File: src/design/opt_pkg.sv
// Package of the ordered PID translation table: operation and status codes, cell control type.
// No dependencies; every other design file but the assertion header imports it.
package opt_pkg;

  localparam int OP_W = 2;
  localparam int ST_W = 2;

  // Request operation codes.
  typedef enum logic [OP_W-1:0] {
    OP_INSERT = 2'd0,
    OP_REMOVE = 2'd1,
    OP_FIND   = 2'd2,
    OP_NONE   = 2'd3
  } op_t;

  // Result status codes.
  typedef enum logic [ST_W-1:0] {
    ST_OK   = 2'd0,
    ST_MISS = 2'd1,
    ST_FULL = 2'd2
  } status_t;

  // Control part of the request token that walks along the cell row.
  typedef struct packed {
    logic vld;
    op_t  op;
    logic hit;
  } tok_ctl_t;

endpackage

File: src/design/opt_if.sv
// Valid/ready channel interfaces for the request and result sides of the table.
// Depends on opt_pkg for the field widths of the codes.
interface opt_req_if import opt_pkg::*; #(
  parameter int KEY_BITS   = 16,
  parameter int INDEX_BITS = 16
);
  logic                  valid;
  logic                  ready;
  logic [OP_W-1:0]       op;
  logic [KEY_BITS-1:0]   pid;
  logic [INDEX_BITS-1:0] mem_ref;

  modport source (output valid, op, pid, mem_ref, input ready);
  modport sink   (input valid, op, pid, mem_ref, output ready);
endinterface

interface opt_rsp_if import opt_pkg::*; #(
  parameter int INDEX_BITS = 16
);
  logic                  valid;
  logic                  ready;
  logic [ST_W-1:0]       status;
  logic [INDEX_BITS-1:0] found_index;

  modport source (output valid, status, found_index, input ready);
  modport sink   (input valid, status, found_index, output ready);
endinterface

File: src/design/ordered_pid_translation_table_core.sv
// A request transfer injects a token into the first slot cell; its result passes through
// the pending and output registers once the token leaves the last cell. The token walks the
// row of slot cells one cell per cycle, and only one request is in the row at a time.
// A new request is taken while the previous result still waits on the output.
// Reset (synchronous, active low) empties the table by clearing the fill count and
// drops any request in flight; slot contents are not cleared and need no clearing pass.
module ordered_pid_translation_table_core import opt_pkg::*; #(
  parameter int TABLE_DEPTH = 16,
  parameter int KEY_BITS    = 16,
  parameter int INDEX_BITS  = 16
) (
  input  logic       clk,
  input  logic       rst_n,
  opt_req_if.sink    in_ch,
  opt_rsp_if.source  out_ch
);

  localparam int CNT_W = $clog2(TABLE_DEPTH + 1);

  tok_ctl_t              ctl_q   [TABLE_DEPTH];
  logic [KEY_BITS-1:0]   pid_q   [TABLE_DEPTH];
  logic [INDEX_BITS-1:0] data_q  [TABLE_DEPTH];
  logic                  shift_q [TABLE_DEPTH];
  logic [KEY_BITS-1:0]   key_q   [TABLE_DEPTH];
  logic [INDEX_BITS-1:0] val_q   [TABLE_DEPTH];
  logic [TABLE_DEPTH-1:0] occ;

  tok_ctl_t              head_ctl;
  tok_ctl_t              last_ctl;
  logic                  accept;
  logic                  done;
  logic                  move;
  status_t               fin_status;
  logic [INDEX_BITS-1:0] fin_idx;

  logic [CNT_W-1:0]      fill_count_r, fill_count_nxt;
  logic                  busy_r, busy_nxt;
  logic                  pend_r, pend_nxt;
  status_t               pend_status_r;
  logic [INDEX_BITS-1:0] pend_idx_r;
  logic                  out_valid_r, out_valid_nxt;
  status_t               out_status_r;
  logic [INDEX_BITS-1:0] out_idx_r;

  // Request transfer injects a token into the first cell.
  assign in_ch.ready = !busy_r;
  assign accept      = in_ch.valid && !busy_r;

  always_comb begin
    head_ctl     = '0;
    head_ctl.vld = accept;
    head_ctl.op  = op_t'(in_ch.op);
    head_ctl.hit = 1'b0;
  end

  // Slot row: each cell sees its occupancy and passes the token to the right.
  for (genvar i = 0; i < TABLE_DEPTH; i++) begin : g_cell
    assign occ[i] = fill_count_r > CNT_W'(i);

    if (i == 0) begin : g_first
      opt_cell #(.KEY_BITS(KEY_BITS), .INDEX_BITS(INDEX_BITS)) u_cell (
        .clk       (clk),
        .rst_n     (rst_n),
        .occ       (occ[i]),
        .ctl_in    (head_ctl),
        .pid_in    (in_ch.pid),
        .data_in   (in_ch.mem_ref),
        .ctl_out   (ctl_q[i]),
        .pid_out   (pid_q[i]),
        .data_out  (data_q[i]),
        .shift_in  (shift_q[i+1]),
        .nbr_key   (key_q[i+1]),
        .nbr_val   (val_q[i+1]),
        .shift_out (shift_q[i]),
        .key_out   (key_q[i]),
        .val_out   (val_q[i])
      );
    end else if (i == TABLE_DEPTH - 1) begin : g_last
      opt_cell #(.KEY_BITS(KEY_BITS), .INDEX_BITS(INDEX_BITS)) u_cell (
        .clk       (clk),
        .rst_n     (rst_n),
        .occ       (occ[i]),
        .ctl_in    (ctl_q[i-1]),
        .pid_in    (pid_q[i-1]),
        .data_in   (data_q[i-1]),
        .ctl_out   (ctl_q[i]),
        .pid_out   (pid_q[i]),
        .data_out  (data_q[i]),
        .shift_in  (1'b0),
        .nbr_key   ({KEY_BITS{1'b0}}),
        .nbr_val   ({INDEX_BITS{1'b0}}),
        .shift_out (shift_q[i]),
        .key_out   (key_q[i]),
        .val_out   (val_q[i])
      );
    end else begin : g_mid
      opt_cell #(.KEY_BITS(KEY_BITS), .INDEX_BITS(INDEX_BITS)) u_cell (
        .clk       (clk),
        .rst_n     (rst_n),
        .occ       (occ[i]),
        .ctl_in    (ctl_q[i-1]),
        .pid_in    (pid_q[i-1]),
        .data_in   (data_q[i-1]),
        .ctl_out   (ctl_q[i]),
        .pid_out   (pid_q[i]),
        .data_out  (data_q[i]),
        .shift_in  (shift_q[i+1]),
        .nbr_key   (key_q[i+1]),
        .nbr_val   (val_q[i+1]),
        .shift_out (shift_q[i]),
        .key_out   (key_q[i]),
        .val_out   (val_q[i])
      );
    end
  end

  // Result of the token leaving the last cell.
  assign last_ctl = ctl_q[TABLE_DEPTH-1];
  assign done     = last_ctl.vld;

  always_comb begin
    fin_status = ST_MISS;
    fin_idx    = '0;
    case (last_ctl.op)
      OP_INSERT: begin
        fin_status = last_ctl.hit ? ST_OK : ST_FULL;
      end
      OP_REMOVE, OP_FIND: begin
        if (last_ctl.hit) begin
          fin_status = ST_OK;
          fin_idx    = data_q[TABLE_DEPTH-1];
        end
      end
      default: begin
        fin_status = ST_MISS;
      end
    endcase
  end

  // Fill count follows a successful insert or remove once the token has finished.
  always_comb begin
    fill_count_nxt = fill_count_r;
    if (done && last_ctl.hit) begin
      if (last_ctl.op == OP_INSERT) begin
        fill_count_nxt = fill_count_r + CNT_W'(1);
      end else if (last_ctl.op == OP_REMOVE) begin
        fill_count_nxt = fill_count_r - CNT_W'(1);
      end
    end
  end

  // The pending result moves to the output register once that register is free.
  assign move = pend_r && (!out_valid_r || out_ch.ready);

  always_comb begin
    busy_nxt = busy_r;
    if (accept) begin
      busy_nxt = 1'b1;
    end else if (move) begin
      busy_nxt = 1'b0;
    end
  end

  always_comb begin
    pend_nxt = pend_r;
    if (done) begin
      pend_nxt = 1'b1;
    end else if (move) begin
      pend_nxt = 1'b0;
    end
  end

  always_comb begin
    out_valid_nxt = out_valid_r;
    if (move) begin
      out_valid_nxt = 1'b1;
    end else if (out_ch.ready) begin
      out_valid_nxt = 1'b0;
    end
  end

  always_ff @(posedge clk) begin
    if (!rst_n) begin
      fill_count_r <= '0;
      busy_r       <= 1'b0;
      pend_r       <= 1'b0;
      out_valid_r  <= 1'b0;
    end else begin
      fill_count_r <= fill_count_nxt;
      busy_r       <= busy_nxt;
      pend_r       <= pend_nxt;
      out_valid_r  <= out_valid_nxt;
    end
  end

  // Result payload registers.
  always_ff @(posedge clk) begin
    if (done) begin
      pend_status_r <= fin_status;
      pend_idx_r    <= fin_idx;
    end
    if (move) begin
      out_status_r <= pend_status_r;
      out_idx_r    <= pend_idx_r;
    end
  end

  assign out_ch.valid       = out_valid_r;
  assign out_ch.status      = out_status_r;
  assign out_ch.found_index = out_idx_r;

endmodule

File: src/design/opt_cell.sv
// One slot of the table: holds a key/index pair and processes the passing request token.
// Depends on opt_pkg for the token control type and operation codes.
module opt_cell import opt_pkg::*; #(
  parameter int KEY_BITS   = 16,
  parameter int INDEX_BITS = 16
) (
  input  logic                  clk,
  input  logic                  rst_n,
  input  logic                  occ,
  input  tok_ctl_t              ctl_in,
  input  logic [KEY_BITS-1:0]   pid_in,
  input  logic [INDEX_BITS-1:0] data_in,
  output tok_ctl_t              ctl_out,
  output logic [KEY_BITS-1:0]   pid_out,
  output logic [INDEX_BITS-1:0] data_out,
  input  logic                  shift_in,
  input  logic [KEY_BITS-1:0]   nbr_key,
  input  logic [INDEX_BITS-1:0] nbr_val,
  output logic                  shift_out,
  output logic [KEY_BITS-1:0]   key_out,
  output logic [INDEX_BITS-1:0] val_out
);

  tok_ctl_t              ctl_r, ctl_nxt;
  logic [KEY_BITS-1:0]   pid_r;
  logic [INDEX_BITS-1:0] data_r, data_nxt;
  logic [KEY_BITS-1:0]   key_r, key_nxt;
  logic [INDEX_BITS-1:0] val_r, val_nxt;
  logic                  match;
  logic                  wr_ins;

  assign match = occ && (key_r == pid_in);

  // Token processing: the first free slot takes an insert, the first matching slot a lookup.
  always_comb begin
    ctl_nxt  = ctl_in;
    data_nxt = data_in;
    wr_ins   = 1'b0;
    if (ctl_in.vld && !ctl_in.hit) begin
      case (ctl_in.op)
        OP_INSERT: begin
          if (!occ) begin
            ctl_nxt.hit = 1'b1;
            wr_ins      = 1'b1;
          end
        end
        OP_REMOVE, OP_FIND: begin
          if (match) begin
            ctl_nxt.hit = 1'b1;
            data_nxt    = val_r;
          end
        end
        default: begin
        end
      endcase
    end
  end

  // A remove that already hit upstream pulls this slot one place toward the head.
  assign shift_out = ctl_in.vld && (ctl_in.op == OP_REMOVE) && ctl_in.hit && occ;

  // Slot contents: written by an insert or by the compaction from the right neighbor.
  always_comb begin
    key_nxt = key_r;
    val_nxt = val_r;
    if (wr_ins) begin
      key_nxt = pid_in;
      val_nxt = data_in;
    end else if (shift_in) begin
      key_nxt = nbr_key;
      val_nxt = nbr_val;
    end
  end

  always_ff @(posedge clk) begin
    key_r  <= key_nxt;
    val_r  <= val_nxt;
    pid_r  <= pid_in;
    data_r <= data_nxt;
  end

  always_ff @(posedge clk) begin
    if (!rst_n) begin
      ctl_r <= '0;
    end else begin
      ctl_r <= ctl_nxt;
    end
  end

  assign ctl_out  = ctl_r;
  assign pid_out  = pid_r;
  assign data_out = data_r;
  assign key_out  = key_r;
  assign val_out  = val_r;

endmodule

File: src/flat_wrapper.sv
// flat-port wrapper written by rule: the top's interface ports become plain ports
module ordered_pid_translation_table_core_flat import opt_pkg::*;
#(
  parameter int TABLE_DEPTH = 16,
  parameter int KEY_BITS    = 16,
  parameter int INDEX_BITS  = 16
)
  (clk, rst_n, in_ch_valid, in_ch_op, in_ch_pid, in_ch_mem_ref, in_ch_ready, out_ch_valid, out_ch_status, out_ch_found_index, out_ch_ready);
  opt_req_if #(.KEY_BITS(KEY_BITS), .INDEX_BITS(INDEX_BITS)) in_ch_i ();
  opt_rsp_if #(.INDEX_BITS(INDEX_BITS)) out_ch_i ();
  input  logic clk;
  input  logic rst_n;
  input wire logic [$bits(in_ch_i.valid)-1:0] in_ch_valid;
  input wire logic [$bits(in_ch_i.op)-1:0] in_ch_op;
  input wire logic [$bits(in_ch_i.pid)-1:0] in_ch_pid;
  input wire logic [$bits(in_ch_i.mem_ref)-1:0] in_ch_mem_ref;
  output wire logic [$bits(in_ch_i.ready)-1:0] in_ch_ready;
  output wire logic [$bits(out_ch_i.valid)-1:0] out_ch_valid;
  output wire logic [$bits(out_ch_i.status)-1:0] out_ch_status;
  output wire logic [$bits(out_ch_i.found_index)-1:0] out_ch_found_index;
  input wire logic [$bits(out_ch_i.ready)-1:0] out_ch_ready;
  assign in_ch_i.valid = in_ch_valid;
  assign in_ch_i.op = in_ch_op;
  assign in_ch_i.pid = in_ch_pid;
  assign in_ch_i.mem_ref = in_ch_mem_ref;
  assign in_ch_ready = in_ch_i.ready;
  assign out_ch_valid = out_ch_i.valid;
  assign out_ch_status = out_ch_i.status;
  assign out_ch_found_index = out_ch_i.found_index;
  assign out_ch_i.ready = out_ch_ready;
  ordered_pid_translation_table_core #(.TABLE_DEPTH(TABLE_DEPTH), .KEY_BITS(KEY_BITS), .INDEX_BITS(INDEX_BITS)) u_core (.clk(clk), .rst_n(rst_n), .in_ch(in_ch_i), .out_ch(out_ch_i));
endmodule
File: config.mk
export PLATFORM = sky130hd
export DESIGN_NAME = ordered_pid_translation_table_core_flat
export DESIGN_NICKNAME = d
export VERILOG_FILES = /design/src/design/opt_pkg.sv /design/src/design/opt_if.sv /design/src/design/ordered_pid_translation_table_core.sv /design/src/design/opt_cell.sv /design/src/flat_wrapper.sv
export SDC_FILE = /design/constraint.sdc
export NUM_CORES = 1
export LEC_CHECK = 0
export BUFFER_PORTS_ARGS = -buffer_cell sky130_fd_sc_hd__buf_4
export CAP_MARGIN = 20
export CORE_UTILIZATION = 60
export DETAILED_ROUTE_END_ITERATION = 7
export PLACE_DENSITY = 0.76
export SLEW_MARGIN = 20
export SYNTH_ARGS = -nofsm -noshare
export SYNTH_HDL_FRONTEND = slang
export SYNTH_SLANG_ARGS = --single-unit
File: constraint.sdc
create_clock -name clk -period 4.3 [get_ports clk]
set_input_delay 0.215 -clock clk [delete_from_list [all_inputs] [get_ports clk]]
set_output_delay 0.215 -clock clk [all_outputs]
set_load 0.1 [all_outputs]
* Word-level counts from Yosys, hierarchy flattened *
Index checks and enable logic that the tools add are counted.

storage, ports and cells
  register bits after elaboration = 1116
  input port bits = 38
  word-level logic and storage cells = 568

operators by class
  add/sub/neg operators = 2
  magnitude comparators = 16
  eq/ne operators = 50
  mux-type cells = 228
  reductions and logical operators = 153

operators with widths
  cell                 number
  $mux 16              108
  $eq 16x16->1         16
  $mux 1               100
  $logic_and 1x1->1    79
  $gt 5x4->1 const B   8
  $reduce_bool 2->1    19
  $eq 2x1->1 const B   17
  $eq 2x2->1 const B   17
  $logic_not 2->1      17
  $reduce_or 2->1      17
  $pmux 1 s2           16
  $gt 5x3->1 const B   4
  $logic_not 1->1      17
  $gt 5x1->1 const B   2
  $gt 5x2->1 const B   2
  $mux 5               2
  $reduce_and 2->1     3
  $add 5x1->5 const B  1
  $sub 5x1->5 const B  1
  $pmux 2 s2           1
  $mux 2               1
  $logic_or 1x1->1     1

* Logic depth before layout (Yosys ltp) *
  depth after elaboration = 6
  gate-level depth with buffers = 9
  depth with buffers taken out = 7

* Cells and area by module *
A second synthesis with hierarchy kept.

second synthesis, totals
  cells, all modules = 2752
  area, all modules = 43178.9 sq um

by module, submodules not included
  module                                           instances  cells an instance  area each (sq um)
  opt_cell at u_core.g_cell[0].g_first.u_cell ...  15         163                2578.7
  opt_cell at u_core.g_cell[10].g_mid.u_cell       1          161                2572.5
  ordered_pid_translation_table_core               1          146                1925.6

* Worst setup path before layout *
OpenSTA, ideal clock, no wires.

  path kind = reg2reg
  start = reg u_core.fill_count_r[1]
  end = reg u_core.g_cell[4].g_mid.u_cell.key_r[0], enable pin
  setup time = 0.466 ns
  arrival = 3.378 ns
  data required time = 3.834 ns
  path slack = 0.457 ns
  stages on the path, launching flop included = 7
  buffers on the path = 1
  path through = dfxtp_1 buf_2 inv_1 ha_1 o21ba_2 a21oi_1 o21ai_0

between the ends
  word-level cells in the longest chain between the ends = 5
  elaborated cells on any way between the ends = 7

RTL lines
  what                           RTL line                                   RTL
  start: declaration             ordered_pid_translation_table_core.sv:36   logic [CNT_W-1:0] fill_count_r, fill_count_nxt;
  start signal: assignment       ordered_pid_translation_table_core.sv:189  fill_count_r <= fill_count_nxt;
  $gt 5x3->1                     ordered_pid_translation_table_core.sv:58   assign occ[i] = fill_count_r > CNT_W'(i);
  $mux 1                         opt_cell.sv:42                             if (!occ) begin
  $mux 1                         opt_cell.sv:40                             case (ctl_in.op)
  $mux 1                         opt_cell.sv:39                             if (ctl_in.vld && !ctl_in.hit) begin
  $reduce_bool 2->1 (no line) *  --
  end signal: assignment         opt_cell.sv:76                             key_r <= key_nxt;
  end: declaration               opt_cell.sv:27                             logic [KEY_BITS-1:0] key_r, key_nxt;

Mark *: on every way between the ends. The rest lies on a longest branch, timed or not.
A chain may end at the register's enable or synchronous reset.

* Final worst setup path *
  start = reg u_core.fill_count_r[0]
  end = reg u_core.g_cell[1].g_mid.u_cell.val_r[8], enable pin

between the ends
  word-level cells in the longest chain between the ends = 5
  elaborated cells on any way between the ends = 7

RTL lines
  what                           RTL line                                  RTL
  $gt 5x1->1                     ordered_pid_translation_table_core.sv:58
  $mux 1                         opt_cell.sv:42
  $mux 1                         opt_cell.sv:40
  $mux 1                         opt_cell.sv:39
  $reduce_bool 2->1 (no line) *  --
  end signal: assignment         opt_cell.sv:77                            val_r <= val_nxt;
  end: declaration               opt_cell.sv:28                            logic [INDEX_BITS-1:0] val_r, val_nxt;

Marks and branches as above.

==> results.py <==
metrics = {
    "timing": {
        "hold_viol": 0,
        "period_share_pct": 74.4,
        "grt_setup_unrepaired": "no",
        "maxSlewHeadroom_pct": 30.8,
        "max_slew.worst_pin.slew_ns": 1.03,
        "slew_viol_final": 0,
        "fmax_mhz": 313,
        "fin_tns_setup_ns": 0,
        "holdWs_ns": 0.232,
        "period_needed_ns": 3.20,
        "finClkSkew_ns": 0.0183,
        "finalSetupViolCount": 0,
    },
    "synthesis": {
        "synth_top_area_share_pct": 39.3,
        "synth_area_leaders": "edfxtp_1, dfxtp_1, mux2_2",
        "synthFlopType": "dfxtp_1",
        "yosys.cell_types.count": 60,
        "synth_commonest_cells": "mux2_2, dfxtp_1, edfxtp_1",
        "synth_nets": 2774,
        "synth_edf_count": 548,
        "synth.most_common_cell": "mux2_2",
        "ys_seq_area_share_pct": 66.5,
        "syn-cell-area_mm2": 0.0419,
        "yosys.area.top_type": "edfxtp_1",
        "synthArstFlopShare_pct": 0,
        "synth-seq-cells": 1116,
        "netlist_instances": 2682,
        "avgSynthCellArea_um2": 15.6,
        "yosys_warnings": 0,
    },
    "die": {
        "die_h_um": 266,
        "num_io_pins": 58,
        "core_mm2": 0.0688,
        "std_cell_rows": 96,
        "dieArea_mm2": 0.0708,
        "start_util_pct": 60.8,
        "die_w_um": 266,
    },
    "grt": {
        "grt_remaining_overflow": 0,
        "grt_max_degree": 47,
        "grt_pass1_wl_um": 120000,
        "grt_usage_pct": 21.4,
        "grt_pass1_vias": 22100,
        "antenna_found_initial": 1,
    },
    "routing": {
        "wl_per_cell_um": 19.3,
        "drtAntennaViolNets": 0,
        "wl_um": 74300,
        "via_count": 20700,
        "drc": 0,
        "first_pass_iters": 7,
        "vias_per_cell": 5.36,
        "drtIter0Drc": 1007,
    },
    "critical_path": {
        "cp-end-kind": "register",
        "slowest_delay_ns": 0.68,
        "path_class": "reg2reg",
        "arrival_ns": 3.49,
        "worstPathRequired_ns": 4.59,
        "reg2reg_setup_slack_ns": 1.10,
        "slowest_stage": "nor3_1",
        "path_common_cell": "buf_4",
        "crit_path_start_kind": "register",
        "worstPathMaxFanout": 33,
        "crit_chain": "ha_1, o21ba_2, nor3_1, and3_1, buf_4, a41o_1, buf_4",
    },
    "power": {
        "powerDensity_mw_per_mm2": 453,
        "finalPower_mw": 21.4,
        "vdd_drop_max_mv": 0.372,
        "p_leak_nw": 16.9,
    },
    "layout": {
        "ff_latch_area_mm2": 0.0278,
        "fillers": 4612,
        "diodes": 0,
        "final_area_mm2": 0.0473,
        "multi_input_area_mm2": 0.0134,
        "drive_gt1_share_pct": 35.0,
        "finalNetCount": 2925,
        "area_delta_synth_final_pct": 12.9,
    },
    "cts": {
        "cts_max_level": 3,
        "tritoncts": "done",
        "ctsResizeCount": 0,
        "root_buffer": "clkbuf_16",
        "insertion_delay_ns": 0.65,
        "clock_sinks": 1116,
        "clkTransAtPathRegs_ns": 0.06,
        "cts_made_buffers": 105,
        "clockBufferDepth": 3,
    },
    "place": {
        "hpwlAfterDp_um": 51600,
        "port_buffers": 57,
        "dpl_cell_area_mm2": 0.0434,
        "gp_congestion": 0.875,
    },
    "job": {
        "maxCapViolCount": 0,
    },
    "status": {
        "status": "complete, no violations",
    },
    "min_path": {
        "hp-class": "in2reg",
    },
}
==> layout by cell type (no fill, tap or decap), types with 3 or more instances in the layout <==
cell           instances
a211oi_1               4
a21oi_1               28
a221oi_1               6
a31oi_1                4
and2_1                16
and3_1                25
buf_4                 94
bufinv_16             11
clkbuf_1              23
clkbuf_16            107
clkbuf_8              16
clkinv_1              10
clkinv_2              20
clkinvlp_4             4
dfxtp_1              568
dlygate4sd3_1         37
edfxtp_1             548
ha_1                  54
inv_1                 65
inv_6                  4
mux2_2               724
mux2_4                10
nand2_1               10
nand3_1               45
nand4_1               43
nand4_2                4
nor2_1                58
nor2b_1               26
nor3_1                20
nor4_1                17
nor4_2                 3
o21ai_0               10
o21ai_2                6
o21bai_2               7
or3_1                  3
xnor2_1              197
xor2_1                57
==> power breakdown <==
group / leakage [nW] / switching (mW) / total [mW] / internal (mW)
logic: 5.50 / 0.195 / 0.480 / 0.285
registers: 9.72 / 0.193 / 11.6 / 11.4
clock network: 1.73 / 3.86 / 9.36 / 5.50
==> flip-flops by register name (all words and copies together) (netlist names), 5 cells and up <==
register and count:
u_core.g_cell.g_last.u_cell.key_out 16, u_core.g_cell.g_mid.u_cell.pid_out 224, u_core.g_cell.g_last.u_cell.val_out 16, u_core.g_cell.g_mid.u_cell.val_out 224, u_core.g_cell.g_mid.u_cell.ctl_out 56, u_core.fill_count_r 5
u_core.g_cell.g_first.u_cell.val_out 16, u_core.g_cell.g_mid.u_cell.data_out 224, u_core.g_cell.g_mid.u_cell.key_out 224, u_core.out_ch.found_index 16, u_core.g_cell.g_last.u_cell.data_out 16, u_core.g_cell.g_first.u_cell.pid_out 16
u_core.g_cell.g_first.u_cell.data_out 16, u_core.g_cell.g_first.u_cell.key_out 16, u_core.pend_idx_r 16
==> what timing repair did <==
action	CTS	global route
endpoints found under the setup margin	0	0
setup buffers	0	0
hold buffers	37	0
hold endpoints to repair	93	0
==> routing by layer <==
metal	vias up	wire length, um	global-route usage (%)
met3	131	2080	3.13
li1	10100	-	-
met1	10200	33200	27.8
met2	311	37100	36.9
met4	0	1990	7.02
met5	-	0	0
==> area by class of cell <==
class	count	share of cell area [%]
sequential	1116	58.8
multi-input combinational	1412	28.4
clock buffer	146	6.31
tap	931	2.46
timing repair buffer	131	2.28
clock inverter	50	1.15
inverter	67	0.532
==> worst paths after layout <==
check | from | end | cells past startpoint
worst max-delay path | u_core.fill_count_r[0] | u_core.g_cell[1].g_mid.u_cell.val_out[8] | 7
worst min-delay path | in_ch_pid[13] | u_core.g_cell[0].g_first.u_cell.pid_out[13] | 2
worst max register to register | u_core.fill_count_r[0] | u_core.g_cell[1].g_mid.u_cell.val_out[8] | 7
worst min register to register | u_core.g_cell[7].g_mid.u_cell.pid_out[7] | u_core.g_cell[8].g_mid.u_cell.pid_out[7] | 0
==> critical path, delay by kind of cell (launching register included) <==
family          cells  cell delay [ns]
flops               1             0.50
simple gates        2             0.95
buf+inv             2             0.78
fa+ha+maj           1             0.23
compound gates      2             0.34
==> cell families after synthesis <==
group | Yosys count | synth area share, %
flops | 1116 | 66.5
mux | 738 | 19.9
compound gates | 82 | 1.27
buf+inv | 154 | 1.58
simple gates | 284 | 3.84
xor+xnor | 254 | 5.31
fa+ha+maj | 54 | 1.61
==> metrics by stage <==
stage	std cells	setup WS [ns]	utilization, %
floorplan	2682	0.457	-
global placement	3620	1.23	63.0
detailed placement	3620	1.09	63.0
CTS	3853	1.11	68.7
global route	3853	0.902	68.7
finish	3853	1.10	68.7
Power figures use the tool's default switching activity.
